### config.mk
export PLATFORM = sky130hd
export DESIGN_NAME = toy_cpu_execute_unit
export DESIGN_NICKNAME = d
export VERILOG_FILES = /design/src/tcpu_pkg.sv /design/src/tcpu_front.sv /design/src/tcpu_back.sv /design/src/toy_cpu_execute_unit.sv
export SDC_FILE = /design/constraint.sdc
export NUM_CORES = 2
export LEC_CHECK = 0
export BUFFER_PORTS_ARGS = -buffer_cell sky130_fd_sc_hd__buf_2
export CORE_MARGIN = 5
export CORE_UTILIZATION = 50
export DETAILED_ROUTE_END_ITERATION = 16
export PLACE_DENSITY = 0.63
export SKIP_LAST_GASP = 1
export SLEW_MARGIN = 20
export SYNTH_ARGS = -nofsm -noshare
export SYNTH_HDL_FRONTEND = slang
export SYNTH_SLANG_ARGS = --single-unit
### constraint.sdc
create_clock -name i_clk -period 9.4 [get_ports i_clk]
set_clock_uncertainty 0.2 [all_clocks]
set_input_delay 0.47 -clock i_clk [delete_from_list [all_inputs] [get_ports i_clk]]
set_output_delay 0.47 -clock i_clk [all_outputs]
set_load 0.02 [all_outputs]
### src/tcpu_pkg.sv
`default_nettype none
package tcpu_pkg;
    localparam logic [4:0] CMD_MOV = 5'd0;
    localparam logic [4:0] CMD_LOAD = 5'd1;
    localparam logic [4:0] CMD_STORE = 5'd2;
    localparam logic [4:0] CMD_ADD = 5'd3;
    localparam logic [4:0] CMD_SUB = 5'd4;
    localparam logic [4:0] CMD_MUL = 5'd5;
    localparam logic [4:0] CMD_DIV = 5'd6;
    localparam logic [4:0] CMD_INC = 5'd7;
    localparam logic [4:0] CMD_DEC = 5'd8;
    localparam logic [4:0] CMD_SHL = 5'd9;
    localparam logic [4:0] CMD_SHR = 5'd10;
    localparam logic [4:0] CMD_ROL = 5'd11;
    localparam logic [4:0] CMD_ROR = 5'd12;
    localparam logic [4:0] CMD_PUSH = 5'd13;
    localparam logic [4:0] CMD_POP = 5'd14;
    localparam logic [4:0] CMD_INPUT = 5'd15;
    localparam logic [4:0] CMD_DISPLAY = 5'd16;
    localparam logic [4:0] CMD_RESET = 5'd17;

    localparam logic [1:0] MODE_IMM = 2'd0;
    localparam logic [1:0] MODE_REG = 2'd1;
    localparam logic [1:0] MODE_IND = 2'd2;

    localparam logic [2:0] ST_OK = 3'd0;
    localparam logic [2:0] ST_DIV0 = 3'd1;
    localparam logic [2:0] ST_ADDR = 3'd2;
    localparam logic [2:0] ST_SOVF = 3'd3;
    localparam logic [2:0] ST_SUNF = 3'd4;
    localparam logic [2:0] ST_UNK = 3'd5;
    localparam logic [2:0] ST_HALT = 3'd6;

    typedef struct packed {
        logic [4:0]  cmd;
        logic [2:0]  dest_reg;
        logic [2:0]  src_reg;
        logic [1:0]  src_mode;
        logic [15:0] immediate;
        logic [7:0]  mem_address;
    } t_instr;
endpackage
`default_nettype wire

### src/tcpu_front.sv
`default_nettype none
// Accepts requests and holds them in a two-entry queue for the back end.
module tcpu_front (
    input  wire logic            i_clk,
    input  wire logic            i_rst_n,
    input  wire logic            i_valid,
    output logic                 o_stall,
    input  wire tcpu_pkg::t_instr i_instr,
    output logic                 o_q_valid,
    output tcpu_pkg::t_instr     o_q_instr,
    input  wire logic            i_q_pop
);
    import tcpu_pkg::*;
    t_instr     r_mem [2];
    logic       r_wp, r_rp;
    logic [1:0] r_cnt;
    logic       push;

    assign o_stall = (r_cnt == 2'd2);
    assign push = i_valid && !o_stall;
    assign o_q_valid = (r_cnt != 2'd0);
    assign o_q_instr = r_mem[r_rp];

    always_ff @(posedge i_clk) begin
        if (push) begin
            r_mem[r_wp] <= i_instr;
        end
        if (!i_rst_n) begin
            r_wp <= 1'b0;
            r_rp <= 1'b0;
            r_cnt <= 2'd0;
        end else begin
            if (push) r_wp <= ~r_wp;
            if (i_q_pop) r_rp <= ~r_rp;
            r_cnt <= r_cnt + {1'b0, push} - {1'b0, i_q_pop};
        end
    end
endmodule
`default_nettype wire

### src/tcpu_back.sv
`default_nettype none
// Executes one queued instruction at a time. Memory reads are registered,
// division runs one quotient bit per cycle.
module tcpu_back #(
    parameter int MEM_DEPTH = 64,
    parameter int STACK_DEPTH = 64,
    parameter int REG_COUNT = 8
) (
    input  wire logic             i_clk,
    input  wire logic             i_rst_n,
    input  wire logic             i_q_valid,
    input  wire tcpu_pkg::t_instr i_q_instr,
    output logic                  o_q_pop,
    output logic                  o_valid,
    input  wire logic             i_stall,
    output logic [2:0]            o_status,
    output logic signed [7:0]     o_display_value,
    output logic                  o_overflow_flag,
    output logic                  o_underflow_flag,
    output logic                  o_carry_flag,
    output logic                  o_zero_flag,
    output logic [7:0]            o_program_counter,
    output logic [6:0]            o_stack_count
);
    import tcpu_pkg::*;
    localparam int MAW = $clog2(MEM_DEPTH);
    localparam int SAW = $clog2(STACK_DEPTH);
    localparam int RIW = (REG_COUNT > 1) ? $clog2(REG_COUNT) : 1;

    localparam logic [2:0] S_IDLE = 3'd0;
    localparam logic [2:0] S_READ = 3'd1;
    localparam logic [2:0] S_DIV  = 3'd2;
    localparam logic [2:0] S_WB   = 3'd3;
    localparam logic [2:0] S_OUT  = 3'd4;

    logic [2:0]  r_state;
    t_instr      r_ins;
    logic [7:0]  r_rf [REG_COUNT];
    logic [7:0]  r_dmem [MEM_DEPTH];
    logic [MEM_DEPTH-1:0] r_dval;
    logic [7:0]  r_smem [STACK_DEPTH];
    logic [7:0]  r_dq;
    logic [7:0]  r_sq;
    logic [3:0]  r_flags;
    logic [7:0]  r_pc;
    logic [8:0]  r_sp;
    logic        r_halt;
    logic [2:0]  r_status;
    logic [7:0]  r_disp;
    logic [16:0] r_raw;
    logic        r_wr;
    logic [7:0]  r_div_rem;
    logic [7:0]  r_div_quo;
    logic [7:0]  r_div_dvs;
    logic [3:0]  r_div_cnt;
    logic        r_div_neg;
    logic        r_out_valid;

    logic [RIW-1:0] d_idx, s_idx;
    logic [7:0]     vd, vs;
    logic [7:0]     ind_addr;
    logic [7:0]     eff_addr;
    logic           addr_ok, st_addr_ok;
    logic [16:0]    raw;
    logic [8:0]     rem_sh;
    logic [2:0]     sh;
    logic [15:0]    rot;
    logic [8:0]     sp_dec;

    function automatic logic [RIW-1:0] f_ridx(input logic [2:0] f);
        logic [4:0] m;
        m = {2'b00, f};
        for (int k = 0; k < 3; k++) begin
            if (m >= 5'(REG_COUNT)) m = m - 5'(REG_COUNT);
        end
        return m[RIW-1:0];
    endfunction

    function automatic logic [3:0] f_flags(input logic [16:0] v);
        logic signed [16:0] s;
        s = signed'(v);
        return {s == 0, (s > 255) || (s < -256), s < -128, s > 127};
    endfunction

    assign d_idx = f_ridx(r_ins.dest_reg);
    assign s_idx = f_ridx(r_ins.src_reg);
    assign vd = r_rf[d_idx];
    assign vs = r_rf[s_idx];
    assign ind_addr = vs;
    assign eff_addr = (r_ins.src_mode == MODE_IND) ? ind_addr : r_ins.mem_address;
    assign addr_ok = ({1'b0, eff_addr} < 9'(MEM_DEPTH));
    assign st_addr_ok = ({1'b0, r_ins.mem_address} < 9'(MEM_DEPTH));
    assign sh = r_ins.immediate[2:0];
    assign rot = {vd, vd};
    assign rem_sh = {r_div_rem, r_div_quo[7]};
    assign sp_dec = r_sp - 9'd1;
    assign o_q_pop = (r_state == S_IDLE) && i_q_valid && !r_out_valid;

    always_comb begin
        raw = '0;
        case (r_ins.cmd)
            CMD_ADD: raw = 17'(signed'(vd)) + 17'(signed'(vs));
            CMD_SUB: raw = 17'(signed'(vd)) - 17'(signed'(vs));
            CMD_MUL: raw = 17'(signed'(vd) * signed'(vs));
            CMD_INC: raw = 17'(signed'(vd)) + 17'd1;
            CMD_DEC: raw = 17'(signed'(vd)) - 17'd1;
            CMD_SHL: raw = 17'(signed'(8'(vd << sh)));
            CMD_SHR: raw = 17'(signed'(8'(vd >> sh)));
            CMD_ROL: raw = 17'(signed'(rot[15 - {1'b0, sh} -: 8]));
            CMD_ROR: raw = 17'(signed'(rot[7 + {1'b0, sh} -: 8]));
            CMD_INPUT: raw = 17'(signed'(r_ins.immediate));
            CMD_MOV: raw = (r_ins.src_mode == MODE_IMM)
                ? 17'(signed'(r_ins.immediate)) : 17'(signed'(vs));
            default: raw = '0;
        endcase
    end

    always_ff @(posedge i_clk) begin
        // Reads are issued while the request is decoded, so the data is ready
        // for the write-back cycle. Entries not stored since reset read as zero.
        if (r_state == S_READ) begin
            r_dq <= r_dval[eff_addr[MAW-1:0]] ? r_dmem[eff_addr[MAW-1:0]] : 8'd0;
        end
        if (r_state == S_READ && r_ins.cmd == CMD_POP) begin
            r_sq <= r_smem[sp_dec[SAW-1:0]];
        end
        if (r_state == S_IDLE && o_q_pop) r_ins <= i_q_instr;
        if (!i_rst_n) begin
            r_state <= S_IDLE;
            r_flags <= '0;
            r_pc <= '0;
            r_sp <= '0;
            r_halt <= 1'b0;
            r_out_valid <= 1'b0;
            r_wr <= 1'b0;
            r_dval <= '0;
            for (int i = 0; i < REG_COUNT; i++) r_rf[i] <= '0;
        end else begin
            if (r_out_valid && !i_stall) r_out_valid <= 1'b0;
            case (r_state)
                S_IDLE: begin
                    if (o_q_pop) r_state <= S_READ;
                end
                S_READ: begin
                    r_status <= ST_OK;
                    r_disp <= '0;
                    r_wr <= 1'b0;
                    r_state <= S_OUT;
                    if (r_halt) begin
                        r_status <= ST_HALT;
                    end else begin
                        r_pc <= r_pc + 8'd1;
                        case (r_ins.cmd)
                            CMD_MOV, CMD_LOAD: begin
                                if (r_ins.src_mode == MODE_IMM ||
                                        r_ins.src_mode == MODE_REG) begin
                                    if (r_ins.cmd == CMD_MOV) begin
                                        r_rf[d_idx] <= raw[7:0];
                                        r_flags <= f_flags(raw);
                                    end
                                end else if (!addr_ok) begin
                                    r_status <= ST_ADDR;
                                end else begin
                                    r_state <= S_WB;
                                end
                            end
                            CMD_STORE: begin
                                if (!st_addr_ok) begin
                                    r_status <= ST_ADDR;
                                end else begin
                                    r_dmem[r_ins.mem_address[MAW-1:0]] <=
                                        (r_ins.src_mode == MODE_IMM)
                                        ? r_ins.immediate[7:0] : vs;
                                    r_dval[r_ins.mem_address[MAW-1:0]] <= 1'b1;
                                end
                            end
                            CMD_DIV: begin
                                if (vs == 8'd0) begin
                                    r_status <= ST_DIV0;
                                end else begin
                                    r_div_rem <= '0;
                                    r_div_quo <= vd[7] ? 8'(-vd) : vd;
                                    r_div_dvs <= vs[7] ? 8'(-vs) : vs;
                                    r_div_neg <= vd[7] ^ vs[7];
                                    r_div_cnt <= 4'd8;
                                    r_state <= S_DIV;
                                end
                            end
                            CMD_ADD, CMD_SUB, CMD_MUL, CMD_INC, CMD_DEC, CMD_SHL,
                            CMD_SHR, CMD_ROL, CMD_ROR, CMD_INPUT: begin
                                r_rf[d_idx] <= raw[7:0];
                                r_flags <= f_flags(raw);
                            end
                            CMD_PUSH: begin
                                if (r_sp >= 9'(STACK_DEPTH)) begin
                                    r_status <= ST_SOVF;
                                    r_halt <= 1'b1;
                                    r_pc <= r_pc;
                                end else begin
                                    r_smem[r_sp[SAW-1:0]] <= vd;
                                    r_sp <= r_sp + 9'd1;
                                end
                            end
                            CMD_POP: begin
                                if (r_sp == 9'd0) begin
                                    r_status <= ST_SUNF;
                                    r_halt <= 1'b1;
                                    r_pc <= r_pc;
                                end else begin
                                    r_sp <= sp_dec;
                                    r_wr <= 1'b1;
                                    r_state <= S_WB;
                                end
                            end
                            CMD_DISPLAY: r_disp <= vd;
                            CMD_RESET: begin
                                for (int i = 0; i < REG_COUNT; i++) r_rf[i] <= '0;
                                r_flags <= '0;
                            end
                            default: r_status <= ST_UNK;
                        endcase
                    end
                end
                S_DIV: begin
                    // Restoring division, one quotient bit per cycle.
                    if (r_div_cnt == 4'd0) begin
                        r_raw <= r_div_neg ? 17'(-{9'd0, r_div_quo})
                                           : {9'd0, r_div_quo};
                        r_rf[d_idx] <= r_div_neg ? 8'(-r_div_quo) : r_div_quo;
                        r_flags <= f_flags(r_div_neg ? 17'(-{9'd0, r_div_quo})
                                                     : {9'd0, r_div_quo});
                        r_state <= S_OUT;
                    end else begin
                        r_div_cnt <= r_div_cnt - 4'd1;
                        if (rem_sh >= {1'b0, r_div_dvs}) begin
                            r_div_rem <= 8'(rem_sh - {1'b0, r_div_dvs});
                            r_div_quo <= {r_div_quo[6:0], 1'b1};
                        end else begin
                            r_div_rem <= rem_sh[7:0];
                            r_div_quo <= {r_div_quo[6:0], 1'b0};
                        end
                    end
                end
                S_WB: begin
                    if (r_wr) begin
                        r_rf[d_idx] <= r_sq;
                        r_flags <= f_flags(17'(signed'(r_sq)));
                    end else begin
                        r_rf[d_idx] <= r_dq;
                        r_flags <= f_flags(17'(signed'(r_dq)));
                    end
                    r_state <= S_OUT;
                end
                S_OUT: begin
                    r_out_valid <= 1'b1;
                    r_state <= S_IDLE;
                end
                default: r_state <= S_IDLE;
            endcase
        end
    end

    assign o_valid = r_out_valid;
    assign o_status = r_status;
    assign o_display_value = r_disp;
    assign o_overflow_flag = r_flags[0];
    assign o_underflow_flag = r_flags[1];
    assign o_carry_flag = r_flags[2];
    assign o_zero_flag = r_flags[3];
    assign o_program_counter = r_pc;
    assign o_stack_count = r_sp[6:0];
    logic unused;
    assign unused = ^r_raw;
endmodule
`default_nettype wire

### src/toy_cpu_execute_unit.sv
`default_nettype none
// Execute unit of a small 8-bit machine, one decoded instruction per request.
// Input channel: i_valid with the instruction fields, o_stall back to the sender.
// Output channel: o_valid with status, display value, flags, program counter
// and stack count; the receiver holds i_out_stall high to stall it.
// Requests enter a two-entry queue, so the sender may run ahead of execution.
// Most requests pass through a read and an output state; memory loads and
// POP add a write-back state, and DIV the bit-serial divider. One request
// executes at a time.
// The next request starts only once the previous result has been taken, so a
// stalled receiver backs the queue up and then stalls the sender.
// Reset clears registers, flags, program counter, stack depth and halt, and
// the data memory reads as zero until each byte is stored again.
// A stack overflow or underflow halts the unit; afterwards every request
// reports halted until reset.
module toy_cpu_execute_unit #(
    parameter int MEM_DEPTH = 64,
    parameter int STACK_DEPTH = 64,
    parameter int REG_COUNT = 8
) (
    input  wire logic              i_clk,
    input  wire logic              i_rst_n,
    input  wire logic              i_valid,
    output logic                   o_stall,
    input  wire logic [4:0]        i_cmd,
    input  wire logic [2:0]        i_dest_reg,
    input  wire logic [2:0]        i_src_reg,
    input  wire logic [1:0]        i_src_mode,
    input  wire logic signed [15:0] i_immediate,
    input  wire logic [7:0]        i_mem_address,
    output logic                   o_valid,
    input  wire logic              i_out_stall,
    output logic [2:0]             o_status,
    output logic signed [7:0]      o_display_value,
    output logic                   o_overflow_flag,
    output logic                   o_underflow_flag,
    output logic                   o_carry_flag,
    output logic                   o_zero_flag,
    output logic [7:0]             o_program_counter,
    output logic [6:0]             o_stack_count
);
    import tcpu_pkg::*;
    t_instr in_instr, q_instr;
    logic   q_valid, q_pop;

    assign in_instr = '{cmd: i_cmd, dest_reg: i_dest_reg, src_reg: i_src_reg,
        src_mode: i_src_mode, immediate: i_immediate, mem_address: i_mem_address};

    tcpu_front u_front (
        .i_clk(i_clk), .i_rst_n(i_rst_n), .i_valid(i_valid), .o_stall(o_stall),
        .i_instr(in_instr), .o_q_valid(q_valid), .o_q_instr(q_instr),
        .i_q_pop(q_pop)
    );

    tcpu_back #(.MEM_DEPTH(MEM_DEPTH), .STACK_DEPTH(STACK_DEPTH),
                .REG_COUNT(REG_COUNT)) u_back (
        .i_clk(i_clk), .i_rst_n(i_rst_n), .i_q_valid(q_valid),
        .i_q_instr(q_instr), .o_q_pop(q_pop), .o_valid(o_valid),
        .i_stall(i_out_stall), .o_status(o_status),
        .o_display_value(o_display_value), .o_overflow_flag(o_overflow_flag),
        .o_underflow_flag(o_underflow_flag), .o_carry_flag(o_carry_flag),
        .o_zero_flag(o_zero_flag), .o_program_counter(o_program_counter),
        .o_stack_count(o_stack_count)
    );
endmodule
`default_nettype wire

==> flow_summary.yaml <==
final_layout:
  diodes: 0
  final_util_pct: 56.4
  area_delta_synth_final_pct: 11.7
  multiInputGateArea_mm2: 0.0189
  fillers: 9251
  fin_nets: 4027
  drive_gt1_share_pct: 19.5
  regArea_mm2: 0.0396
logic_synthesis:
  yosys.area.top_type: "edfxtp_1"
  synth_top_cell_area_share_pct: 63.2
  synth-edff-count: 1255
  yosys_register_bits: 1350
  ys_types: 91
  ys.flop_type: "edfxtp_1"
  netlist_top_cells_area: "edfxtp_1 63%, mux4_2 12%, dfxtp_1 3.2%"
  synthArstFlopShare_pct: 0
  synth.yosys.warnings: 0
  synthesis.area_mm2: 0.0596
  synth_nets: 3908
  seq_area_frac_synth_pct: 66.4
  synth_area_per_cell_um2: 15.9
  syn_inst: 3744
timing:
  worst_pin_slew_ns: 1.15
  period_share_pct: 84.4
  finalSetupViolCount: 0
  slew_violations: 0
  slew_headroom_pct: 23.3
  min_period_ns: 7.93
  fmax_mhz: 126
  setup_tns_ns: 0
  rsz0062_at_grt: "no"
  timing.hold.ws_ns: 0.0668
  hold_viol_final: 0
global_route:
  grt_pass1_vias: 34300
  antenna_found_initial: 1
  grt_overflow_total: 0
  grt_max_degree: 87
  grt_usage_pct: 24.8
  grt_first_pass_wirelength_mm: 233
setup_path:
  cpPeakStageDelay_ns: 0.95
  cp-end-kind: "flop"
  cpLargestDelayFamily: "adder cells"
  r2r_slack_ns: 1.47
  crit_chain: "nor2b_1 > and2_1 > or2_1 > inv_2 > buf_4 > nor2_1 > fa_1 > fa_1 > fa_1 > inv_1 > fa_1 > inv_1 > ha_1 > nor3_1 > o21ai_0 > a21oi_1 > mux2i_1 > nor4bb_1 > and4_1 > nand2_1 > o41ai_2"
  crit_path_start_kind: "flop"
  crit_arrival_ns: 8.38
  path_buf_inv: 4
  crit_fanout: 72
  path_class: "reg2reg"
  cpMostUsedCell: "fa_1"
  crit_slowest_cell: "edfxtp_1"
  crit_required_ns: 9.84
floorplan:
  die_area_mm2: 0.126
  rows: 126
  start_util_pct: 50.4
  coreArea_mm2: 0.118
  boundaryPins: 73
  chipWidth_um: 355
  die-height_um: 355
cts:
  post_cts_buffers: 0
  cts_hold_buf: 39
  cts_resized: 0
  clockBufferDepth: 3
  clk_pin_slew_worst_paths_ns: 0.06
  cts_tree: "yes"
  cts.sinks: 1350
  root_buffer: "clkbuf_16"
  clock_latency_ns: 0.74
  cts_buffers: 139
  cts_htree_levels: 4
placement:
  port_buffers: 72
  dp_hpwl_mm: 103
  place_congestion: 0.989
drt:
  first_pass_iters: 5
  dr.first_iter.drc_count: 3967
  drcViolationCount: 0
  post_drt_wl_per_cell_um: 28.3
  vias_per_cell: 6.27
  num_vias: 34600
  final_antenna_net_count: 0
  drt_wl_total_mm: 156
power_and_ir_drop:
  ir_drop_v: 0.000479
  power_density_mw_per_mm2: 364
  p_leak_nw: 22.5
run_status:
  outcome: "complete, no violations"
hold_path:
  holdCritPathClass: "in2reg"
job:
  max_cap_violations: 0
## per-stage QoR
step / cell area (µm²) / total power (W) / setup slack, ns / instances
after floorplan: 59600 / 0.0154 / 1.98 / 3744
after global placement: 61800 / 0.0189 / 1.56 / 5218
after detailed placement: 61800 / 0.0189 / 1.48 / 5219
after CTS: 66600 / 0.0243 / 1.46 / 5517
after global routing: 66700 / 0.0256 / 0.904 / 5517
final: 66700 / 0.0243 / 1.47 / 5517
## layout by cell type, fill, tap and decap left out, types with 21 or more instances in the layout
cell / n
dlygate4sd3_1: 39
clkbuf_1: 37
clkbuf_16: 140
inv_1: 134
nor2b_1: 24
nand2_1: 235
o21ai_0: 78
nor3_1: 57
nor2_1: 382
nand3_1: 75
dfxtp_1: 93
a21o_1: 70
ha_1: 64
xnor2_1: 45
clkinv_1: 30
mux2i_1: 58
buf_2: 71
fa_1: 58
a31oi_1: 40
mux4_2: 325
and3_1: 21
a21oi_1: 78
a22oi_1: 40
clkinv_2: 21
edfxtp_1: 1255
mux2_2: 41
buf_4: 76
## layer usage
layer  share of wire (%)  routed length [µm]  up-vias  track usage [%]
li1                    -                   -    14900                -
met1                  41               63500    17800             35.1
met2                  47               73300     1609             38.6
met3                 8.5               13300      316             5.14
met4                 3.9                6090        0             8.97
met5                   0                   0        -                0
## state kept, by name, summed over array words and instances (netlist names), 2 cells and up
| name | flops |
|---|---|
| u_back.r_div_rem | 8 |
| u_back.r_dmem | 512 |
| u_back.o_display_value | 8 |
| u_back.r_ins | 31 |
| u_back.d_idx | 3 |
| u_front.r_mem | 74 |
| u_back.o_status | 3 |
| u_back.r_smem | 512 |
| u_front.r_cnt | 2 |
| u_back.r_dval | 64 |
| u_back.r_div_dvs | 8 |
| u_back.r_state | 3 |
| u_back.r_dq | 8 |
| u_back.r_sq | 8 |
| u_back.s_idx | 3 |
| u_back.o_program_counter | 8 |
| u_back.r_flags | 4 |
| u_back.r_div_cnt | 4 |
| u_back.r_rf | 64 |
| u_back.r_div_quo | 8 |
| u_back.r_sp | 9 |
## final timing paths
check / start / end / cells after the start
setup / recovery: u_back.d_idx[1] / u_back.r_flags[3] / 21
hold / removal: i_valid / u_front.r_wp / 4
setup reg to reg: u_back.d_idx[1] / u_back.r_flags[3] / 21
hold reg to reg: u_back.r_dval[54] / u_back.r_dval[54] / 1
## cell families after synthesis
| logic type | share of synthesized area [%] |
|---|---|
| AOI/OAI and AO/OA | 5.70 |
| xor gates and xnor gates | 0.896 |
| adders and majority gates | 3.31 |
| buffers and inverters | 2.40 |
| DFF | 66.4 |
| muxes | 14.3 |
| and+or+nand+nor | 7.05 |
## cell type report
cell class	instances	area share [%]
multi-input cells	2042	28.3
inverters	144	0.811
repair buffers	186	1.97
clock buffers	187	5.67
well taps	1536	2.88
clock inverters	72	0.955
flip-flops and latches	1350	59.4
## power by group
| part | internal [W] | total (W) | switching (W) | leakage (nW) |
|---|---|---|---|---|
| sequential | 0.00795 | 0.00827 | 0.000316 | 12.2 |
| clock | 0.00298 | 0.00531 | 0.00234 | 2.16 |
| combinational | 0.00368 | 0.0107 | 0.00699 | 8.13 |
| total | 0.0146 | 0.0243 | 0.00964 | 22.5 |
## tightest hold or removal path, stage by stage
cell     delay (ns)
buf_2          0.16
nand2_1        0.17
xor2_1         0.08
nor2_1         0.09
## Yosys cell counts (all sizes together) (8+ instances only)
| library cell | number |
|---|---|
| edfxtp | 1255 |
| nor2 | 384 |
| mux4 | 325 |
| nand2 | 235 |
| inv | 142 |
| clkbuf | 140 |
| dfxtp | 95 |
| a21oi | 88 |
| o21ai | 85 |
| nand3 | 75 |
| a21o | 70 |
| mux2i | 69 |
| buf | 68 |
| ha | 65 |
| nor3 | 59 |
| fa | 58 |
| xnor2 | 45 |
| a31oi | 41 |
| mux2 | 41 |
| a22oi | 40 |
| nor2b | 24 |
| and3 | 22 |
| a211oi | 20 |
| nor4 | 19 |
| or3 | 17 |
| nand4 | 16 |
| xor2 | 16 |
| a22o | 15 |
| a221oi | 13 |
| and2 | 13 |
| o21a | 11 |
| nand2b | 10 |
| nand3b | 10 |
| nor3b | 10 |
| or2 | 10 |
| a211o | 8 |
| o221ai | 8 |
| o31ai | 8 |
| or3b | 8 |
(Power assumes the default switching activity.)
